### src/rtl/core/itcv_pkg.sv
// Shared constants, types and CRC function for the info table checksum validator.
`timescale 1ns / 1ps

package itcv_pkg;

  localparam int unsigned MAX_TABLE_BYTES = 65536;
  localparam int COUNT_W   = $clog2(MAX_TABLE_BYTES + 1);
  localparam int LEN_BYTES = (COUNT_W + 7) / 8;

  localparam logic [31:0] VERSION_ONE = 32'h4849_0100;
  localparam logic [31:0] VERSION_TWO = 32'h4849_0200;
  localparam logic [31:0] CRC_POLY    = 32'h04C1_1DB7;

  localparam int IN_TDATA_W    = 8;
  localparam int OUT_PAYLOAD_W = 2 + 32 + 32 + 32;
  localparam int OUT_TDATA_W   = ((OUT_PAYLOAD_W + 7) / 8) * 8;

  typedef logic [COUNT_W-1:0] count_t;

  typedef enum logic [1:0] {
    ST_OK           = 2'd0,
    ST_BAD_VERSION  = 2'd1,
    ST_SIZE_ERR     = 2'd2,
    ST_CRC_MISMATCH = 2'd3
  } status_t;

  // Buffer state as it stands after its last byte.
  typedef struct packed {
    logic [31:0] version;
    logic [31:0] size;
    count_t      count;
    logic [31:0] crc;
    logic [31:0] stored;
  } snap_t;

  // MSB-first CRC-32 over one byte.
  function automatic logic [31:0] crc_byte(input logic [31:0] crc, input logic [7:0] b);
    logic [31:0] c;
    c = crc ^ {b, 24'h000000};
    for (int k = 0; k < 8; k++) begin
      c = c[31] ? ((c << 1) ^ CRC_POLY) : (c << 1);
    end
    return c;
  endfunction

endpackage

### src/rtl/core/info_table_cksum_validator.sv
// Top level: streaming info table checksum validator.
`timescale 1ns / 1ps

// Throughput: one byte transaction per cycle, sustained; the input stalls only while a
//   finished buffer result is blocked at the output behind an earlier one.
// Path: the last byte goes through the input register, then the buffer snapshot register,
//   then the result register, which holds the valid result.
// Reset: synchronous, active high; clears all valid flags and the buffer state.
module info_table_cksum_validator (
  input  logic                                clk,
  input  logic                                rst,
  // slave side
  input  logic                                s_tvalid,
  output logic                                s_tready,
  input  logic [itcv_pkg::IN_TDATA_W-1:0]     s_tdata,   // [7:0] data_byte
  input  logic                                s_tlast,   // last_byte
  // master side
  output logic                                m_tvalid,
  input  logic                                m_tready,
  // [1:0] status, [33:2] computed_crc, [65:34] stored_crc,
  // [97:66] table_version, upper bits zero
  output logic [itcv_pkg::OUT_TDATA_W-1:0]    m_tdata
);

  // Stage 1: registered input byte
  logic       s1_valid;
  logic [7:0] s1_byte;
  logic       s1_last;
  logic       s1_go, s1_free;

  // Stage 2: snapshot of a completed buffer
  logic              s2_valid;
  itcv_pkg::snap_t   snap, snap_q;
  logic              s2_free, out_free;

  // Result register
  itcv_pkg::status_t status_q, status_c;
  logic [31:0]       computed_q, computed_c;
  logic [31:0]       stored_q, version_q;

  // Length extension
  itcv_pkg::count_t                   len;
  logic [itcv_pkg::LEN_BYTES*8-1:0]   len_ext;
  logic [31:0]                        ext_crc, inv_crc;

  assign out_free = !m_tvalid || m_tready;
  assign s2_free  = !s2_valid || out_free;
  // a non-last byte never waits; a last byte waits for a free snapshot slot
  assign s1_go    = s1_valid && (!s1_last || s2_free);
  assign s1_free  = !s1_valid || s1_go;
  assign s_tready = s1_free;

  always_ff @(posedge clk) begin
    if (rst) begin
      s1_valid <= 1'b0;
    end else if (s1_free) begin
      s1_valid <= s_tvalid;
    end
    if (s1_free) begin
      s1_byte <= s_tdata[7:0];
      s1_last <= s_tlast;
    end
  end

  itcv_tracker u_tracker (
    .clk       (clk),
    .rst       (rst),
    .step      (s1_go),
    .data_byte (s1_byte),
    .last_byte (s1_last),
    .snap      (snap)
  );

  always_ff @(posedge clk) begin
    if (rst) begin
      s2_valid <= 1'b0;
    end else if (s2_free) begin
      s2_valid <= s1_go && s1_last;
    end
    if (s2_free && s1_go && s1_last) begin
      snap_q <= snap;
    end
  end

  // Final checks: version, then size, then CRC with the length folded in
  // low byte first, skipping once the remaining length is zero.
  always_comb begin
    len     = snap_q.size[itcv_pkg::COUNT_W-1:0] - itcv_pkg::count_t'(4);
    len_ext = (itcv_pkg::LEN_BYTES*8)'(len);
    ext_crc = snap_q.crc;
    for (int i = 0; i < itcv_pkg::LEN_BYTES; i++) begin
      if ((len_ext >> (8 * i)) != '0) begin
        ext_crc = itcv_pkg::crc_byte(ext_crc, len_ext[8*i +: 8]);
      end
    end
    inv_crc = ~ext_crc;
    priority if (snap_q.version != itcv_pkg::VERSION_ONE &&
                 snap_q.version != itcv_pkg::VERSION_TWO) begin
      status_c   = itcv_pkg::ST_BAD_VERSION;
      computed_c = '0;
    end else if (snap_q.size < 32'd8 || snap_q.size > 32'(snap_q.count)) begin
      status_c   = itcv_pkg::ST_SIZE_ERR;
      computed_c = '0;
    end else begin
      status_c   = (inv_crc == snap_q.stored) ? itcv_pkg::ST_OK : itcv_pkg::ST_CRC_MISMATCH;
      computed_c = inv_crc;
    end
  end

  always_ff @(posedge clk) begin
    if (rst) begin
      m_tvalid <= 1'b0;
    end else if (out_free) begin
      m_tvalid <= s2_valid;
    end
    if (out_free && s2_valid) begin
      status_q   <= status_c;
      computed_q <= computed_c;
      stored_q   <= snap_q.stored;
      version_q  <= snap_q.version;
    end
  end

  assign m_tdata = {(itcv_pkg::OUT_TDATA_W - itcv_pkg::OUT_PAYLOAD_W)'(0),
                    version_q, stored_q, computed_q, status_q};

  // The input only stalls behind a last byte waiting for the snapshot slot.
  a_stall_only_on_last: assert property (@(posedge clk) disable iff (rst)
    !s_tready |-> (s1_valid && s1_last && s2_valid))
    else $error("input stalled without a blocked buffer end");

  // A good status means the two CRC words agree.
  a_ok_match: assert property (@(posedge clk) disable iff (rst)
    (m_tvalid && status_q == itcv_pkg::ST_OK) |-> (computed_q == stored_q))
    else $error("valid status with mismatching CRC");

  // Header errors carry no computed CRC.
  a_err_zero_crc: assert property (@(posedge clk) disable iff (rst)
    (m_tvalid && (status_q == itcv_pkg::ST_BAD_VERSION ||
                  status_q == itcv_pkg::ST_SIZE_ERR)) |-> (computed_q == 32'd0))
    else $error("nonzero CRC reported on header error");

  // A new result only appears after a snapshot was taken.
  a_result_source: assert property (@(posedge clk) disable iff (rst)
    $rose(m_tvalid) |-> $past(s2_valid))
    else $error("result without a buffer snapshot");

endmodule

### src/rtl/core/itcv_tracker.sv
// Per-buffer state: header capture, running CRC and stored-CRC capture.
`timescale 1ns / 1ps

module itcv_tracker (
  input  logic                 clk,
  input  logic                 rst,
  input  logic                 step,
  input  logic [7:0]           data_byte,
  input  logic                 last_byte,
  output itcv_pkg::snap_t      snap
);

  itcv_pkg::count_t byte_count, cnt_next;
  logic [31:0] version_word, ver_next;
  logic [31:0] table_size, size_next;
  logic [31:0] crc_accum, crc_next;
  logic [31:0] stored_word, stored_next;
  logic [31:0] pos32, body, body_hdr;

  function automatic logic [31:0] lane_or(input logic [31:0] w, input logic [7:0] b,
                                          input logic [31:0] diff);
    logic [1:0] l;
    l = diff[1:0];
    return w | (32'(b) << {l, 3'b000});
  endfunction

  always_comb begin
    cnt_next    = byte_count;
    ver_next    = version_word;
    size_next   = table_size;
    crc_next    = crc_accum;
    stored_next = stored_word;
    pos32       = 32'(byte_count);
    body        = table_size - 32'd4;
    body_hdr    = 32'd0;
    if (byte_count < itcv_pkg::count_t'(itcv_pkg::MAX_TABLE_BYTES)) begin
      cnt_next = byte_count + itcv_pkg::count_t'(1);
      if (pos32 < 32'd4) begin
        ver_next = version_word | (32'(data_byte) << {byte_count[1:0], 3'b000});
        crc_next = itcv_pkg::crc_byte(crc_accum, data_byte);
      end else if (pos32 < 32'd8) begin
        size_next = table_size | (32'(data_byte) << {byte_count[1:0], 3'b000});
        // size word complete: fold its own bytes into the CRC or the stored word now
        if (pos32 == 32'd7 && size_next >= 32'd8) begin
          body_hdr = size_next - 32'd4;
          for (int q = 4; q < 8; q++) begin
            if (32'(q) < body_hdr) begin
              crc_next = itcv_pkg::crc_byte(crc_next, size_next[(q-4)*8 +: 8]);
            end else begin
              stored_next = lane_or(stored_next, size_next[(q-4)*8 +: 8],
                                    32'(q) - body_hdr);
            end
          end
        end
      end else if (table_size >= 32'd8) begin
        if (pos32 < body) begin
          crc_next = itcv_pkg::crc_byte(crc_accum, data_byte);
        end else if (pos32 - body < 32'd4) begin
          stored_next = lane_or(stored_word, data_byte, pos32 - body);
        end
      end
    end
  end

  assign snap = '{version: ver_next, size: size_next, count: cnt_next,
                  crc: crc_next, stored: stored_next};

  always_ff @(posedge clk) begin
    if (rst || (step && last_byte)) begin
      byte_count   <= '0;
      version_word <= '0;
      table_size   <= '0;
      crc_accum    <= '0;
      stored_word  <= '0;
    end else if (step) begin
      byte_count   <= cnt_next;
      version_word <= ver_next;
      table_size   <= size_next;
      crc_accum    <= crc_next;
      stored_word  <= stored_next;
    end
  end

endmodule
### config.mk
export PLATFORM = sky130hd
export DESIGN_NAME = info_table_cksum_validator
export DESIGN_NICKNAME = d
export VERILOG_FILES = /design/src/rtl/core/itcv_pkg.sv /design/src/rtl/core/info_table_cksum_validator.sv /design/src/rtl/core/itcv_tracker.sv
export SDC_FILE = /design/constraint.sdc
export NUM_CORES = 1
export LEC_CHECK = 0
export BUFFER_PORTS_ARGS = -buffer_cell sky130_fd_sc_hd__buf_2
export CAP_MARGIN = 20
export CORE_UTILIZATION = 55
export CTS_BUF_LIST = sky130_fd_sc_hd__clkbuf_16
export DETAILED_ROUTE_END_ITERATION = 10
export GPL_ROUTABILITY_DRIVEN = 0
export PLACE_DENSITY = 0.71
export SLEW_MARGIN = 20
export SYNTH_ARGS = -nofsm -noshare
export SYNTH_HDL_FRONTEND = slang
export SYNTH_SLANG_ARGS = --single-unit
### constraint.sdc
create_clock -name clk -period 11.9 [get_ports clk]
set_input_delay 2.38 -clock clk [delete_from_list [all_inputs] [get_ports clk]]
set_output_delay 2.38 -clock clk [all_outputs]
set_load 0.05 [all_outputs]
==> results.txt <==
The via count of the first global-routing pass was 24000. Setup repair after global routing left no endpoint under its margin. The multiplexer share of the synthesized area is 0.0268, and the clock buffer count from CTS is 42. The logs give 0.0313 mm² for the design area and 121 for the number of distinct library cells after synthesis.

Entering global routing, the biggest net connects 84 pins. The tools report the master cell of the clock root buffer as sky130_fd_sc_hd__clkbuf_16. After detailed routing, the average wire length per cell comes to 24.9 µm. The placed instances occupy a cell area of 0.0300 mm². After clock tree synthesis, the clock-pin slew on the worst setup and hold paths is 0.06 ns. The number of buffers inserted by hold repair at cts was 0; the smallest hold slack was 0.447 ns.

Worst relative slew slack: 0.202. A synthesized cell averages 9.32 µm². For the worst setup path, the data required time is 12.16 ns. The number of setup buffers added after CTS is 0.

The layout cell share with drive strength beyond 1 was 0.121. The run gives 7 as the detailed-routing iteration count for the pre-antenna-repair pass. Maximum clock rate: 114 MHz. The flow ran to the end, and the final reports show no timing, DRC or antenna violations. The initial antenna violation count was 1; the total of buffers placed on input and output ports was 112. Type of element launching the critical path: a flip-flop. By area the synthesized netlist is led by sky130_fd_sc_hd__edfxtp_1 26%, sky130_fd_sc_hd__xnor2_1 13%, sky130_fd_sc_hd__dfxtp_1 10%. The final count of pins violating max slew was 0; the total number of vias was 25100.

For the die footprint, the log shows 0.0536 mm². For the setup TNS, the log shows 0 ns. Gates resized during post-CTS repair numbered 0. The total wire length is 95200 µm.

The highest fanout seen on the critical path was 32; the fraction of registers with async set or reset after synthesis was 0. TritonCTS built the clock tree. In this run the remaining antenna-violating nets after routing total 0. Number of standard cells after synthesis: 3110.

The largest area contributor in the synthesized netlist was sky130_fd_sc_hd__edfxtp_1. The first global-routing pass estimated 143000 µm of wire. The proportion of netlist area held by the largest area contributor came out at 0.261. The number of endpoints with negative hold slack in the final report is 0, and the clock insertion delay at the later pin of the skew report is 0.57 ns. The run gives 4357 as the number of fillers in the final layout. Total global-route track usage: 0.349. Yosys printed 0 warnings. The I/O pin total is 119. For this block, the initial DRC count from the detailed router was 3380. The final period utilization works out to 0.736. The area fraction in and, or, nand and nor cells after synthesis came out at 0.142. The number of vias per cell after detailed routing works out to 6.55. The sequential-to-total area share from yosys stat came out at 0.363. The tools report the overflow left after global routing as 0.

The synthesized-area fraction occupied by ao, oa, aoi and oai cells is 0.188. The adder-cell share of the synthesized area is 0.0218. The kind of capture point of the worst setup path was a flip-flop.

For the worst setup path, the data arrival time is 9.02 ns. The synthesized design contains 252 enable-type register cells. The floorplan has 83 rows. The die is 232 µm wide. The logs give 3176 for the net count reported at finish and 0 for the DRC violation count after routing. The logs give 2 for the maximum level of the CTS H-tree and 69900 µm for the half-perimeter wire length after placement. The critical path is of the flip-flop to flip-flop type. The register bit count reported by yosys came out at 400. The number of clock sinks was 400; the minimum clock period after layout was 8.76 ns. The main combinational cell family by area after synthesis is XOR/XNOR gates.

In this run the deepest clock path goes through 3 buffers. The fraction of synthesized cell area in xor and xnor cells is 0.222. The cell area after synthesis was 0.0290 mm². The final setup violation count was 0. The number of max-capacitance violations reported is 0, and the die boundary height is 232 µm.

The transition at the pin with the smallest max-transition slack was 1.19 ns; the setup skew after layout was 0.0168 ns. The most used flip-flop cell after synthesis is sky130_fd_sc_hd__edfxtp_1. The starting density of the core was 0.561; the area growth from synthesis to final layout was 8.12%. The region available for standard cell placement spans 0.0517 mm². The path type of the worst min-delay path was flip-flop to flip-flop.
-- synth_stat cells (21+ instances only) --
cell	instances
sky130_fd_sc_hd__a211oi_1	32
sky130_fd_sc_hd__a21oi_1	235
sky130_fd_sc_hd__and2_1	30
sky130_fd_sc_hd__inv_1	67
sky130_fd_sc_hd__buf_1	26
sky130_fd_sc_hd__nor3_1	48
sky130_fd_sc_hd__o21ai_0	159
sky130_fd_sc_hd__a31o_2	44
sky130_fd_sc_hd__nor4_1	31
sky130_fd_sc_hd__mux2i_1	59
sky130_fd_sc_hd__ha_1	49
sky130_fd_sc_hd__a21o_1	50
sky130_fd_sc_hd__nand2_1	225
sky130_fd_sc_hd__nand3_1	53
sky130_fd_sc_hd__and3_1	21
sky130_fd_sc_hd__dfxtp_1	148
sky130_fd_sc_hd__edfxtp_1	252
sky130_fd_sc_hd__xor2_1	219
sky130_fd_sc_hd__a31oi_1	24
sky130_fd_sc_hd__o211a_1	68
sky130_fd_sc_hd__clkbuf_1	148
sky130_fd_sc_hd__nor2_1	290
sky130_fd_sc_hd__xnor2_1	416
-- logic make-up (layout without fill, tap and decap cells) --
logic type | after synthesis | after routing
XOR/XNOR | 676 | 676
flip-flops | 400 | 400
adder cells (fa/ha/maj) | 50 | 50
AO/OA/AOI/OAI | 797 | 797
multiplexers | 73 | 73
AND/OR/NAND/NOR | 848 | 848
other | 1 | 7
buffers and inverters | 265 | 297
-- cell usage in the layout (no fill, tap or decap), types with 17 or more instances in the layout --
cell type and count:
sky130_fd_sc_hd__xnor2_1 415, sky130_fd_sc_hd__nor2_1 286, sky130_fd_sc_hd__edfxtp_1 252, sky130_fd_sc_hd__a21oi_1 235, sky130_fd_sc_hd__nand2_1 225, sky130_fd_sc_hd__xor2_1 218
sky130_fd_sc_hd__o21ai_0 159, sky130_fd_sc_hd__dfxtp_1 147, sky130_fd_sc_hd__buf_2 112, sky130_fd_sc_hd__inv_1 77, sky130_fd_sc_hd__o211a_1 68, sky130_fd_sc_hd__mux2i_1 59
sky130_fd_sc_hd__nand3_1 53, sky130_fd_sc_hd__a21o_1 50, sky130_fd_sc_hd__ha_1 49, sky130_fd_sc_hd__nor3_1 47, sky130_fd_sc_hd__a31o_2 44, sky130_fd_sc_hd__clkbuf_16 43
sky130_fd_sc_hd__buf_4 39, sky130_fd_sc_hd__a211oi_1 32, sky130_fd_sc_hd__and2_1 29, sky130_fd_sc_hd__nor4_1 29, sky130_fd_sc_hd__a31oi_1 23, sky130_fd_sc_hd__and3_1 20
sky130_fd_sc_hd__nand4_1 19, sky130_fd_sc_hd__o21a_1 19, sky130_fd_sc_hd__or2_2 18, sky130_fd_sc_hd__nand2b_1 17
-- per-layer routing --
layer / up-vias / GRT usage / part of all wire
met1: 11900 / 0.454 / 0.38
met5: - / 0 / 0.00017
met2: 1678 / 0.539 / 0.44
met3: 443 / 0.0844 / 0.12
li1: 11100 / - / -
met4: 2 / 0.180 / 0.060
-- path summary, 6_finish.rpt --
path	start	endpoint	slack (ns)	cells after the start
worst max-delay path	u_tracker.byte_count[1]$_SDFFE_PP0P_	snap_q[61]$_DFFE_PP_	3.14	20
worst min-delay path	snap_q[119]$_DFFE_PP_	version_q[6]$_DFFE_PP_	0.45	0
worst max register to register	u_tracker.byte_count[1]$_SDFFE_PP0P_	snap_q[61]$_DFFE_PP_	3.14	20
worst min register to register	snap_q[119]$_DFFE_PP_	version_q[6]$_DFFE_PP_	0.45	0
-- flip-flops by register name (all words and copies together) (netlist names), 2 cells and up --
signal	count
u_tracker.version_word	32
u_tracker.byte_count	17
u_tracker.stored_word	32
version_q	32
u_tracker.crc_accum	32
s1_byte	8
u_tracker.table_size	32
stored_q	32
snap_q	145
computed_q	32
status_q	2
-- metrics by stage --
| stage | instances | util | worst slack [ns] |
|---|---|---|---|
| after global routing | 3827 | 0.606 | 2.91 |
| final | 3828 | 0.606 | 3.14 |
| after detailed placement | 3749 | 0.580 | 3.51 |
| after CTS | 3827 | 0.606 | 3.48 |
| after global placement | 3749 | 0.580 | 3.76 |
| after floorplan | 3115 | - | 1.68 |
-- critical path: stages (launching register included) --
cell	delay, ns
sky130_fd_sc_hd__dfxtp_1	1.00
sky130_fd_sc_hd__nor2b_2	0.37
sky130_fd_sc_hd__buf_4	0.31
sky130_fd_sc_hd__a21oi_1	0.88
sky130_fd_sc_hd__xor2_1	0.16
sky130_fd_sc_hd__nand4bb_1	0.26
sky130_fd_sc_hd__or3_4	0.45
sky130_fd_sc_hd__nor4b_4	0.27
sky130_fd_sc_hd__buf_4	0.28
sky130_fd_sc_hd__nand2_1	0.66
sky130_fd_sc_hd__o211ai_1	0.43
sky130_fd_sc_hd__o21a_2	0.29
sky130_fd_sc_hd__xor2_4	0.32
sky130_fd_sc_hd__xnor3_1	0.47
sky130_fd_sc_hd__a21oi_1	0.36
sky130_fd_sc_hd__xor2_2	0.40
sky130_fd_sc_hd__xnor2_1	0.27
sky130_fd_sc_hd__xor2_1	0.45
sky130_fd_sc_hd__xor2_1	0.15
sky130_fd_sc_hd__o21ai_0	0.50
sky130_fd_sc_hd__a221oi_1	0.17
-- area by class of cell --
cell class / count / area, µm² / area share
tap: 680 / 851 / 0.0271
antenna: 1 / 2.50 / 0.0000798
clock buffer: 43 / 1080 / 0.0343
inverter: 67 / 251 / 0.00802
timing repair buffer: 152 / 865 / 0.0276
clock inverter: 35 / 258 / 0.00822
multi-input combinational: 2450 / 17500 / 0.559
sequential: 400 / 10500 / 0.336
Power is left out: the tool's default activity adds up to more than one toggle a clock period on the data nets, which glitch-free logic cannot reach.
